### config.mk
export PLATFORM = sky130hd
export DESIGN_NAME = signed_literal_sum_scanner
export DESIGN_NICKNAME = d
export VERILOG_FILES = /design/src/rtl/slss_pkg.sv /design/src/rtl/slss_front.sv /design/src/rtl/slss_queue.sv /design/src/rtl/slss_back.sv /design/src/rtl/signed_literal_sum_scanner.sv
export SDC_FILE = /design/constraint.sdc
export NUM_CORES = 1
export LEC_CHECK = 0
export BUFFER_PORTS_ARGS = -buffer_cell sky130_fd_sc_hd__buf_2
export CORE_MARGIN = 8
export CORE_UTILIZATION = 50
export CTS_BUF_LIST = sky130_fd_sc_hd__clkbuf_4 sky130_fd_sc_hd__clkbuf_8 sky130_fd_sc_hd__clkbuf_16
export DETAILED_ROUTE_END_ITERATION = 6
export PLACE_DENSITY = 0.67
export SYNTH_ARGS = -nofsm -noshare
export SYNTH_HDL_FRONTEND = slang
export SYNTH_SLANG_ARGS = --single-unit
### constraint.sdc
create_clock -name i_clk -period 15.82 [get_ports i_clk]
set_input_delay 2.373 -clock i_clk [delete_from_list [all_inputs] [get_ports i_clk]]
set_output_delay 2.373 -clock i_clk [all_outputs]
set_load 0.02 [all_outputs]
### src/rtl/slss_pkg.sv
`default_nettype none
// ----------------------------------------------------------------------------
// slss_pkg
// Shared types and constants for the signed literal sum scanner.
// ----------------------------------------------------------------------------
package slss_pkg;

    // Internal arithmetic width of the total and of the literal magnitude
    localparam int VALUE_WIDTH = 64;
    localparam int MAG_W       = VALUE_WIDTH - 1;
    localparam int OUT_W       = 64;

    // Queue between front and back
    localparam int QUEUE_DEPTH = 2;
    localparam int QUEUE_AW    = $clog2(QUEUE_DEPTH);

    // Number base codes
    localparam logic [1:0] BASE_DEC = 2'd0;
    localparam logic [1:0] BASE_HEX = 2'd1;
    localparam logic [1:0] BASE_OCT = 2'd2;
    localparam logic [1:0] BASE_BIN = 2'd3;

    // Character codes
    localparam logic [7:0] CH_MINUS = 8'h2d;
    localparam logic [7:0] CH_LO_X  = 8'h78;
    localparam logic [7:0] CH_UP_X  = 8'h58;
    localparam logic [7:0] CH_LO_B  = 8'h62;
    localparam logic [7:0] CH_UP_B  = 8'h42;
    localparam logic [7:0] CH_0     = 8'h30;
    localparam logic [7:0] CH_9     = 8'h39;
    localparam logic [7:0] CH_LO_A  = 8'h61;
    localparam logic [7:0] CH_LO_F  = 8'h66;
    localparam logic [7:0] CH_UP_A  = 8'h41;
    localparam logic [7:0] CH_UP_F  = 8'h46;
    localparam logic [7:0] CH_TAB   = 8'h09;
    localparam logic [7:0] CH_CR    = 8'h0d;
    localparam logic [7:0] CH_SPACE = 8'h20;

    typedef struct packed {
        logic [7:0] char_code;
        logic       end_of_stream;
    } t_item;

    typedef struct packed {
        logic signed [OUT_W-1:0] running_total;
        logic signed [OUT_W-1:0] literal_value;
        logic [1:0]              literal_base;
        logic                    literal_done;
        logic                    final_total;
    } t_result;

    // Classified character as it travels from front to back
    typedef struct packed {
        logic [3:0] digit;      // value of a hex digit, 0-15
        logic       is_dec;     // '0'..'9'
        logic       is_hex;     // any hex digit
        logic       is_ws;
        logic       is_minus;
        logic       is_x;
        logic       is_b;
        logic       eos;
    } t_cls;

    typedef struct packed {
        logic push;
        t_cls data;
    } t_push;

    typedef struct packed {
        logic empty;
        logic full;
    } t_qstat;

endpackage : slss_pkg
`default_nettype wire

### src/rtl/slss_front.sv
`default_nettype none
// ----------------------------------------------------------------------------
// slss_front
// Accepts characters and classifies them into a registered request for the
// queue.
// ----------------------------------------------------------------------------
module slss_front (
    input  wire logic            i_clk,
    input  wire logic            i_rst_n,
    input  wire logic            i_valid,
    input  wire slss_pkg::t_item i_item,
    output logic                 o_stall,
    input  wire slss_pkg::t_qstat i_qstat,
    output slss_pkg::t_push      o_push
);
    import slss_pkg::*;

    logic  r_vld, n_vld;
    t_cls  r_cls, n_cls;
    logic  accept, push;
    logic [7:0] c;

    assign push    = r_vld && !i_qstat.full;
    assign o_stall = r_vld && i_qstat.full;
    assign accept  = i_valid && !o_stall;
    assign c       = i_item.char_code;

    always_comb begin
        n_cls          = '0;
        n_cls.eos      = i_item.end_of_stream;
        n_cls.is_ws    = (c inside {[CH_TAB:CH_CR], CH_SPACE});
        n_cls.is_minus = (c == CH_MINUS);
        n_cls.is_x     = (c == CH_LO_X) || (c == CH_UP_X);
        n_cls.is_b     = (c == CH_LO_B) || (c == CH_UP_B);
        if (c inside {[CH_0:CH_9]}) begin
            n_cls.is_dec = 1'b1;
            n_cls.is_hex = 1'b1;
            n_cls.digit  = c[3:0];
        end else if (c inside {[CH_LO_A:CH_LO_F], [CH_UP_A:CH_UP_F]}) begin
            // 'a' and 'A' have low nibble 1
            n_cls.is_hex = 1'b1;
            n_cls.digit  = c[3:0] + 4'd9;
        end
        n_vld = accept || (r_vld && !push);
    end

    always_ff @(posedge i_clk) begin
        if (!i_rst_n) begin
            r_vld <= 1'b0;
        end else begin
            r_vld <= n_vld;
        end
        if (accept) begin
            r_cls <= n_cls;
        end
    end

    assign o_push.push = push;
    assign o_push.data = r_cls;

endmodule : slss_front
`default_nettype wire

### src/rtl/slss_queue.sv
`default_nettype none
// ----------------------------------------------------------------------------
// slss_queue
// Short FIFO of classified requests between front and back.
// ----------------------------------------------------------------------------
module slss_queue (
    input  wire logic             i_clk,
    input  wire logic             i_rst_n,
    input  wire slss_pkg::t_push  i_push,
    input  wire logic             i_pop,
    output slss_pkg::t_qstat      o_qstat,
    output slss_pkg::t_cls        o_head
);
    import slss_pkg::*;

    t_cls                r_mem [QUEUE_DEPTH];
    logic [QUEUE_AW-1:0] r_wr, n_wr, r_rd, n_rd;
    logic [QUEUE_AW:0]   r_cnt, n_cnt;
    logic                do_push, do_pop;

    assign o_qstat.empty = (r_cnt == '0);
    assign o_qstat.full  = (r_cnt == (QUEUE_AW+1)'(QUEUE_DEPTH));
    assign do_push       = i_push.push && !o_qstat.full;
    assign do_pop        = i_pop && !o_qstat.empty;
    assign o_head        = r_mem[r_rd];

    always_comb begin
        n_wr  = (r_wr == QUEUE_AW'(QUEUE_DEPTH-1)) ? '0 : r_wr + 1'b1;
        n_rd  = (r_rd == QUEUE_AW'(QUEUE_DEPTH-1)) ? '0 : r_rd + 1'b1;
        n_cnt = r_cnt + (QUEUE_AW+1)'(do_push) - (QUEUE_AW+1)'(do_pop);
    end

    always_ff @(posedge i_clk) begin
        if (!i_rst_n) begin
            r_wr  <= '0;
            r_rd  <= '0;
            r_cnt <= '0;
        end else begin
            if (do_push) r_wr <= n_wr;
            if (do_pop)  r_rd <= n_rd;
            r_cnt <= n_cnt;
        end
        if (do_push) begin
            r_mem[r_wr] <= i_push.data;
        end
    end

endmodule : slss_queue
`default_nettype wire

### src/rtl/slss_back.sv
`default_nettype none
// ----------------------------------------------------------------------------
// slss_back
// Parse state, magnitude multiply-add, total update and output register.
// ----------------------------------------------------------------------------
module slss_back (
    input  wire logic              i_clk,
    input  wire logic              i_rst_n,
    input  wire slss_pkg::t_qstat  i_qstat,
    input  wire slss_pkg::t_cls    i_head,
    output logic                   o_pop,
    output logic                   o_valid,
    output slss_pkg::t_result      o_result,
    input  wire logic              i_stall
);
    import slss_pkg::*;

    localparam logic [1:0] PH_IDLE   = 2'd0;
    localparam logic [1:0] PH_ZERO   = 2'd1;
    localparam logic [1:0] PH_PREFIX = 2'd2;
    localparam logic [1:0] PH_DIGITS = 2'd3;
    localparam int         ACC_W     = VALUE_WIDTH + 4;

    logic [1:0]               r_ph, n_ph;
    logic [1:0]               r_base, n_base;
    logic                     r_sg, n_sg;
    logic [MAG_W-1:0]         r_mag, n_mag;
    logic signed [VALUE_WIDTH-1:0] r_total, n_total;

    logic                     r_ovld, n_ovld;
    t_result                  r_res, n_res;

    logic                     emit, fresh, valid_dig, close1, close2;
    logic [ACC_W-1:0]         mag_w, acc;
    logic [VALUE_WIDTH-1:0]   v1, v2, add1, add2, lit_v;
    logic [1:0]               lit_b;
    logic [MAG_W-1:0]         dig_mag;

    assign o_pop   = !i_qstat.empty && (!r_ovld || !i_stall);
    assign dig_mag = MAG_W'(i_head.digit);

    always_comb begin
        case (r_base)
            BASE_HEX: valid_dig = i_head.is_hex;
            BASE_OCT: valid_dig = i_head.is_dec && !i_head.digit[3];
            BASE_BIN: valid_dig = i_head.is_dec && (i_head.digit[3:1] == 3'd0);
            default:  valid_dig = i_head.is_dec;
        endcase
    end

    // magnitude times radix plus digit, with room to spot overflow
    always_comb begin
        mag_w = ACC_W'(r_mag);
        case (r_base)
            BASE_HEX: acc = (mag_w << 4);
            BASE_OCT: acc = (mag_w << 3);
            BASE_BIN: acc = (mag_w << 1);
            default:  acc = (mag_w << 3) + (mag_w << 1);
        endcase
        acc = acc + ACC_W'(i_head.digit);
    end

    always_comb begin
        n_ph   = r_ph;
        n_base = r_base;
        n_sg   = r_sg;
        n_mag  = r_mag;
        fresh  = 1'b0;
        close1 = 1'b0;
        v1     = r_sg ? (VALUE_WIDTH'(0) - VALUE_WIDTH'(r_mag)) : VALUE_WIDTH'(r_mag);

        case (r_ph)
            PH_ZERO: begin
                if (i_head.is_x) begin
                    n_base = BASE_HEX;
                    n_ph   = PH_PREFIX;
                end else if (i_head.is_b) begin
                    n_base = BASE_BIN;
                    n_ph   = PH_PREFIX;
                end else if (i_head.is_dec && !i_head.digit[3]) begin
                    n_base = BASE_OCT;
                    n_ph   = PH_DIGITS;
                    n_mag  = dig_mag;
                end else begin
                    fresh = 1'b1;
                end
            end
            PH_PREFIX: begin
                if (valid_dig) begin
                    n_ph  = PH_DIGITS;
                    n_mag = dig_mag;
                end else begin
                    fresh = 1'b1;
                end
            end
            PH_DIGITS: begin
                if (valid_dig) begin
                    // saturate at the largest positive value
                    if (acc > ACC_W'({MAG_W{1'b1}})) begin
                        n_mag = {MAG_W{1'b1}};
                    end else begin
                        n_mag = acc[MAG_W-1:0];
                    end
                end else begin
                    close1 = 1'b1;
                    fresh  = 1'b1;
                end
            end
            default: begin
                fresh = 1'b1;
            end
        endcase

        // closing or failing character is looked at again from idle
        if (fresh) begin
            n_ph   = PH_IDLE;
            n_base = BASE_DEC;
            n_mag  = '0;
            if (i_head.is_ws) begin
                n_sg = 1'b0;
            end else if (i_head.is_minus) begin
                n_sg = 1'b1;
            end else if (i_head.is_dec && (i_head.digit != 4'd0)) begin
                n_ph  = PH_DIGITS;
                n_mag = dig_mag;
            end else if (i_head.is_dec) begin
                n_ph = PH_ZERO;
            end
        end

        close2 = i_head.eos && (n_ph == PH_DIGITS);
        v2     = n_sg ? (VALUE_WIDTH'(0) - VALUE_WIDTH'(n_mag)) : VALUE_WIDTH'(n_mag);
        add1   = close1 ? v1 : '0;
        add2   = close2 ? v2 : '0;
        n_total = r_total + $signed(add1) + $signed(add2);

        if (close2) begin
            lit_v = v2;
            lit_b = n_base;
        end else if (close1) begin
            lit_v = v1;
            lit_b = r_base;
        end else begin
            lit_v = '0;
            lit_b = BASE_DEC;
        end
        emit = close1 || close2 || i_head.eos;

        n_res.running_total = OUT_W'(n_total);
        n_res.literal_value = OUT_W'($signed(lit_v));
        n_res.literal_base  = lit_b;
        n_res.literal_done  = close1 || close2;
        n_res.final_total   = i_head.eos;

        n_ovld = (o_pop && emit) || (r_ovld && i_stall);
    end

    always_ff @(posedge i_clk) begin
        if (!i_rst_n) begin
            r_ph    <= PH_IDLE;
            r_base  <= BASE_DEC;
            r_sg    <= 1'b0;
            r_mag   <= '0;
            r_total <= '0;
            r_ovld  <= 1'b0;
        end else begin
            r_ovld <= n_ovld;
            if (o_pop) begin
                if (i_head.eos) begin
                    r_ph    <= PH_IDLE;
                    r_base  <= BASE_DEC;
                    r_sg    <= 1'b0;
                    r_mag   <= '0;
                    r_total <= '0;
                end else begin
                    r_ph    <= n_ph;
                    r_base  <= n_base;
                    r_sg    <= n_sg;
                    r_mag   <= n_mag;
                    r_total <= n_total;
                end
            end
        end
        if (o_pop && emit) begin
            r_res <= n_res;
        end
    end

    assign o_valid  = r_ovld;
    assign o_result = r_res;

endmodule : slss_back
`default_nettype wire

### src/rtl/signed_literal_sum_scanner.sv
`default_nettype none
// A result passes the front register, the queue and the output register of
// the back part after its character is accepted. Throughput: one character
// per cycle while o_stall is low; the front-to-back queue holds two requests.
// Reset (i_rst_n low at a clock edge) empties the pipeline and queue and
// returns parse state and total to zero.
// ----------------------------------------------------------------------------
// signed_literal_sum_scanner
// Finds integer literals in a character stream and keeps their signed sum.
// ----------------------------------------------------------------------------
module signed_literal_sum_scanner (
    input  wire logic              i_clk,
    input  wire logic              i_rst_n,
    input  wire logic              i_valid,
    input  wire slss_pkg::t_item   i_item,
    output logic                   o_stall,
    output logic                   o_valid,
    output slss_pkg::t_result      o_result,
    input  wire logic              i_stall
);
    import slss_pkg::*;

    t_push  push;
    t_qstat qstat;
    t_cls   head;
    logic   pop;

    slss_front u_front (
        .i_clk   (i_clk),
        .i_rst_n (i_rst_n),
        .i_valid (i_valid),
        .i_item  (i_item),
        .o_stall (o_stall),
        .i_qstat (qstat),
        .o_push  (push)
    );

    slss_queue u_queue (
        .i_clk   (i_clk),
        .i_rst_n (i_rst_n),
        .i_push  (push),
        .i_pop   (pop),
        .o_qstat (qstat),
        .o_head  (head)
    );

    slss_back u_back (
        .i_clk    (i_clk),
        .i_rst_n  (i_rst_n),
        .i_qstat  (qstat),
        .i_head   (head),
        .o_pop    (pop),
        .o_valid  (o_valid),
        .o_result (o_result),
        .i_stall  (i_stall)
    );

endmodule : signed_literal_sum_scanner
`default_nettype wire
==> results.yml, run 1 <==
run_status:
  status: "completed"
yosys:
  synthesis.nets: 3841
  synth_top_area_share: 0.170
  ys_seq_area_frac: 0.266
  async_flop_share: 0
  synthTopCellsByArea: "edfxtp_1 17%, dfxtp_1 9.5%, ha_1 6.0%"
  yosys-top-cells-count: "366 x nand2_1, 275 x a21oi_1, 249 x o21ai_0"
  synth_area_um2: 29100
  synthDistinctLibCells: 100
  ys_warn_count: 0
  ys_seq_elements: 304
  ys.flop_type: "edfxtp_1"
  synth_edf_count: 165
  synth_area_leader_cell: "edfxtp_1"
  syn-instance-count: 3622
  syn_avg_cell_area_um2: 8.05
  synth.most_common_cell: "nand2_1"
sta:
  fin_crit_sh: 0.843
  hold_violations: 0
  tns_ps: 0
  fin_worst_skew_ps: 21.0
  worstMarginPinSlew_ps: 1050
  rsz0062_at_grt: "false"
  period_needed_ps: 13330
  finalMaxSlewViolations: 0
  setup_viol: 0
  slew_headroom: 0.299
  fmax_mhz: 75.0
setup_path:
  crit_arrival_ps: 13840
  path_buf_inv: 4
  cp_common_cell: "o21ai_0"
  crit_required_ps: 16330
  cp.depth: 46
  reg2reg_depth: 46
  max_stage_delay_ps: 760
  crit_end: "u_back.r_total[63]"
  start_kind: "flop"
  r2r_slack_ps: 2490
  regToRegStartpoint: "u_back.r_base[0]"
  critPathSlowestCell: "dfxtp_4"
  cp-startpoint: "u_back.r_base[0]"
  end_kind: "flop"
  path_class: "reg -> reg"
  r2r_end: "u_back.r_total[63]"
  critPathTopFamily: "compound AO/OA/AOI/OAI gates"
  critPathMaxFanout: 44
clocking:
  clk_latency_ps: 590
  cts_buffer_depth: 3
  cts_num_sinks: 304
  cts_setup_buffers: 0
  postCtsHoldBufs: 0
  tritoncts.num_buffers: 31
  htreeDepth: 1
  cts_root_buffer: "clkbuf_16"
  cts_tree: "yes"
  post_cts_resized: 0
  clk_pin_slew_ps: 70
finish:
  stdcell_count: 4378
  area_growth_pct: 7.37
  stdcell_area_um2: 31300
  post-route-util: 0.542
  antennaDiodeCount: 0
  drive_gt1_frac: 0.0955
  fin_nets: 3807
job:
  cap_violations: 0
worst_hold_path:
  hold_class: "reg -> reg"
place:
  numPlacedInstances: 4320
  portBuffers: 146
  place_area_um2: 30200
  hpwl_mm: 70.4
  place_congestion: 0.944
global_routing:
  grt_max_degree: 106
  grt_first_pass_wirelength_mm: 146
  first_global_vias: 25200
  grtUsageTotal: 0.268
  grt_antenna_before_repair: 0
  overflow: 0
power:
  vdd_drop_max_mv: 0.146
  power_density_nw_per_um2: 95.7
  p_leak_nw: 12.5
route:
  drt-initial-drc-count: 2914
  drt_pass1_iterations: 6
  routed_wl_mm: 92.7
  detail-route-antenna-nets: 0
  num_vias: 27300
  drc: 0
  viasPerCell: 6.23
  wire_per_inst_um: 21.2
floorplan:
  ios: 147
  core_area_um2: 57700
  dieWidth_um: 257
  fp-row-count: 88
  die_h_um: 257
  start_util: 0.505
  dieArea_um2: 66300
==> per-stage QoR <==
step                total power (W)  hold WS (ps)  setup slack [ps]
finish                      0.00299           443              2490
global route                0.00314           462              1670
CTS                         0.00300           445              2730
detailed placement          0.00224           434              2790
global placement            0.00223           425              3020
floorplan                   0.00189           421              4070
==> cell families (layout without fill, tap and decap cells) <==
family / after synthesis / in the layout / share of synthesized area
simple gates: 1198 / 1198 / 0.208
compound gates: 1107 / 1107 / 0.246
buf+inv: 472 / 463 / 0.0620
flops: 304 / 304 / 0.266
xor+xnor: 248 / 248 / 0.0745
fa+ha+maj: 206 / 206 / 0.105
mux: 87 / 87 / 0.0381
==> where the power goes <==
group          total, W  internal [W]  switching [W]
Clock          0.000754      0.000424       0.000330
Combinational   0.00123      0.000362       0.000872
Sequential      0.00101      0.000955      0.0000510
Total           0.00299       0.00174        0.00125
==> registers in the layout, summed over array words and instances (netlist names), 2 cells and up, named ones only <==
| register | flops |
|---|---|
| u_back.r_base | 2 |
| u_queue.r_mem | 22 |
| u_back.r_mag | 63 |
| u_front.o_push | 11 |
| u_queue.r_cnt | 2 |
| u_back.o_result | 132 |
| u_back.r_ph | 2 |
| u_back.r_total | 64 |
==> worst reg2reg max path: cells and delay by family, from the launching register on <==
family	cells	cell delay, ps
AO/OA/AOI/OAI	22	5200
buffers and inverters	4	1090
multiplexers	1	260
flip-flops	1	760
AND/OR/NAND/NOR	15	4520
adder cells (fa/ha/maj)	4	1410
==> routing by layer <==
metal | GRT usage | vias to the layer above | routed length [um]
met2 | 0.396 | 1258 | 38500
met1 | 0.405 | 12900 | 42700
met3 | 0.0412 | 118 | 9510
li1 | - | 13000 | -
met5 | 0 | - | 0
met4 | 0.0659 | 0 | 2050
==> how the worst min path moves through the flow <==
stage / endpoint / cells after the start / from
floorplan: u_queue.r_mem[0][0] / 0 / u_front.o_push[0]
global placement: u_queue.r_mem[0][9] / 0 / u_front.o_push[9]
detailed placement: u_queue.r_mem[1][5] / 0 / u_front.o_push[5]
CTS: u_queue.r_mem[1][5] / 0 / u_front.o_push[5]
global route: u_queue.r_mem[1][5] / 0 / u_front.o_push[5]
finish: u_queue.r_mem[1][5] / 0 / u_front.o_push[5]
==> layout make-up <==
class,instances,area (um^2)
flip-flops and latches,304,7740
repair buffers,188,1050
clock buffers,36,820
clock inverters,22,221
inverters,217,815
multi-input cells,2846,19700
fillers,5430,26400
well taps,765,957
==> cell usage in the layout, fill, tap and decap left out, types with 17 or more instances in the layout <==
cell type	count
dfxtp_1	136
o22ai_1	19
xnor2_1	158
a21o_1	89
ha_1	139
nand3_1	57
a31oi_1	39
or3_1	39
nor2_1	237
edfxtp_1	165
fa_1	66
inv_1	216
nand4_1	51
buf_4	43
buf_2	145
nor4_1	30
nand2_1	366
nand2b_1	36
xor2_1	90
and2_1	48
or2_2	17
a211oi_1	26
o21ai_0	247
o21a_1	53
o31ai_1	38
or4_1	19
clkbuf_16	31
nor2b_1	125
mux2_2	17
a21oi_1	274
mux4_2	17
o21bai_1	24
nor3_1	66
a22oi_1	103
and3_1	36
mux2i_1	51
o211ai_1	18
No activity file was read; power rests on OpenSTA's default activity.
==> run 2: changes to the inputs <==
clock period = 12.89 ns   (was 15.82 ns; I/O delays follow)
==> run 2 against run 1 <==
  * Core utilization grew 0.78 points
  * Via count grew 1.0%
  * Critical path type unchanged
  * Cell count is 0.82% higher
  * Global-route usage is 0.13 points higher
==> results.yml, run 2 (synthesis results as in run 1) <==
run_status:
  status: "completed"
setup_path:
  critPathSlowestCell: "a2111oi_0"
  crit_arrival_ps: 12640
  critPathMaxFanout: 10
  path_buf_inv: 4
  start_kind: "flop"
  max_stage_delay_ps: 790
  end_kind: "flop"
  path_class: "reg -> reg"
  critPathTopFamily: "compound AO/OA/AOI/OAI gates"
  crit_required_ps: 13360
clocking:
  clk_pin_slew_ps: 60
  htreeDepth: 2
  tritoncts.num_buffers: 34
  cts_setup_buffers: 0
  cts_num_sinks: 304
  clk_latency_ps: 560
  cts_buffer_depth: 3
  cts_root_buffer: "clkbuf_16"
  cts_tree: "yes"
  postCtsHoldBufs: 0
floorplan:
  start_util: 0.505
  core_area_um2: 57700
  die_h_um: 257
  dieArea_um2: 66300
  dieWidth_um: 257
  ios: 147
  fp-row-count: 88
power:
  power_w: 0.00380
  vdd_drop_max_mv: 0.117
  power_density_nw_per_um2: 120
  p_leak_nw: 12.8
place:
  hpwl_mm: 71.2
  place_congestion: 0.978
  portBuffers: 146
  dp_slack_ps: 442
finish:
  area_growth_pct: 8.92
  final_cell_mix: "366 x nand2_1, 274 x a21oi_1, 247 x o21ai_0"
  largest_reg_flops: 132
  fin_nets: 3842
  final_common_cell: "nand2_1"
  drive_gt1_frac: 0.107
  antennaDiodeCount: 0
route:
  drt-initial-drc-count: 2820
  drt_pass1_iterations: 6
  drc: 0
  wire_per_inst_um: 21.2
  detail-route-antenna-nets: 0
  num_vias: 27500
  viasPerCell: 6.24
  routed_wl_mm: 93.8
sta:
  fin_crit_sh: 0.944
  slew_headroom: 0.300
  fin_worst_skew_ps: 30.7
  fin_ws_ps: 722
  setup_viol: 0
  period_needed_ps: 12170
  rsz0062_at_grt: "false"
  fmax_mhz: 82.2
  worstMarginPinSlew_ps: 1050
  hold_violations: 0
  finalMaxSlewViolations: 0
  tns_ps: 0
global_routing:
  grt_antenna_before_repair: 0
  first_global_vias: 25300
  overflow: 0
  grt_max_degree: 89
  grtUsageTotal: 0.269
  grt_first_pass_wirelength_mm: 146
job:
  cap_violations: 0
worst_hold_path:
  hold_class: "reg -> reg"
## run 2: changes by cell type in the layout (fill, tap and decap cells not counted), sizes merged
cell      previous run  this run
clkbuf              36        41
buf                188       220
clkinv               7        11
inv                221       220
bufinv               3         4
clkinvlp             8         3
## run 2: what timing repair did
item | 4_1_cts | 5_1_grt
gates resized for setup | 0 | 13
endpoints found under the setup margin | 0 | 21
endpoints found under the hold margin | 0 | 0
## run 2: worst reg2reg max path, delay by kind of cell, from the launching register on
| family | cells | cell delay, ps |
|---|---|---|
| xor+xnor | 2 | 410 |
| mux | 1 | 200 |
| compound gates | 20 | 5130 |
| buf+inv | 4 | 380 |
| simple gates | 13 | 3670 |
| fa+ha+maj | 5 | 1770 |
| flops | 1 | 520 |
## run 2: final timing paths
| check | cells past startpoint | to | slack [ps] | from |
|---|---|---|---|---|
| worst max register to register | 45 | u_back.r_total[42] | 720 | u_back.r_mag[0] |
| worst min-delay path | 0 | u_queue.r_mem[0][3] | 450 | u_front.o_push[3] |
| worst max-delay path | 45 | u_back.r_total[42] | 720 | u_back.r_mag[0] |
| worst min register to register | 0 | u_queue.r_mem[0][3] | 450 | u_front.o_push[3] |
## run 2: cell type report
| cell class | count | area, um^2 |
|---|---|---|
| fill | 5434 | 26000 |
| multi-input combinational | 2846 | 19700 |
| sequential | 304 | 7740 |
| timing repair buffer | 220 | 1290 |
| tap | 765 | 957 |
| clock buffer | 41 | 956 |
| inverter | 217 | 815 |
| clock inverter | 21 | 243 |
## run 2: per-stage QoR
stage	std cells	instance area, um^2	util	hold WS [ps]
after floorplan	3622	29100	-	421
after global placement	4352	30500	0.528	424
after detailed placement	4352	30500	0.528	436
after CTS	4414	31700	0.549	451
after global routing	4414	31700	0.550	461
final	4414	31700	0.550	448
## run 2: layer usage
metal | vias to the layer above | GRT usage | share of wire
met5 | - | 0 | 0
met4 | 0 | 0.0862 | 0.031
met3 | 175 | 0.0373 | 0.097
met2 | 1340 | 0.397 | 0.42
met1 | 12900 | 0.401 | 0.46
li1 | 13100 | - | -
## run 2: power breakdown
part | internal [W] | switching, W | total [W]
sequential | 0.00117 | 0.0000529 | 0.00123
clock | 0.000618 | 0.000432 | 0.00105
combinational | 0.000454 | 0.00107 | 0.00153
total | 0.00224 | 0.00156 | 0.00380
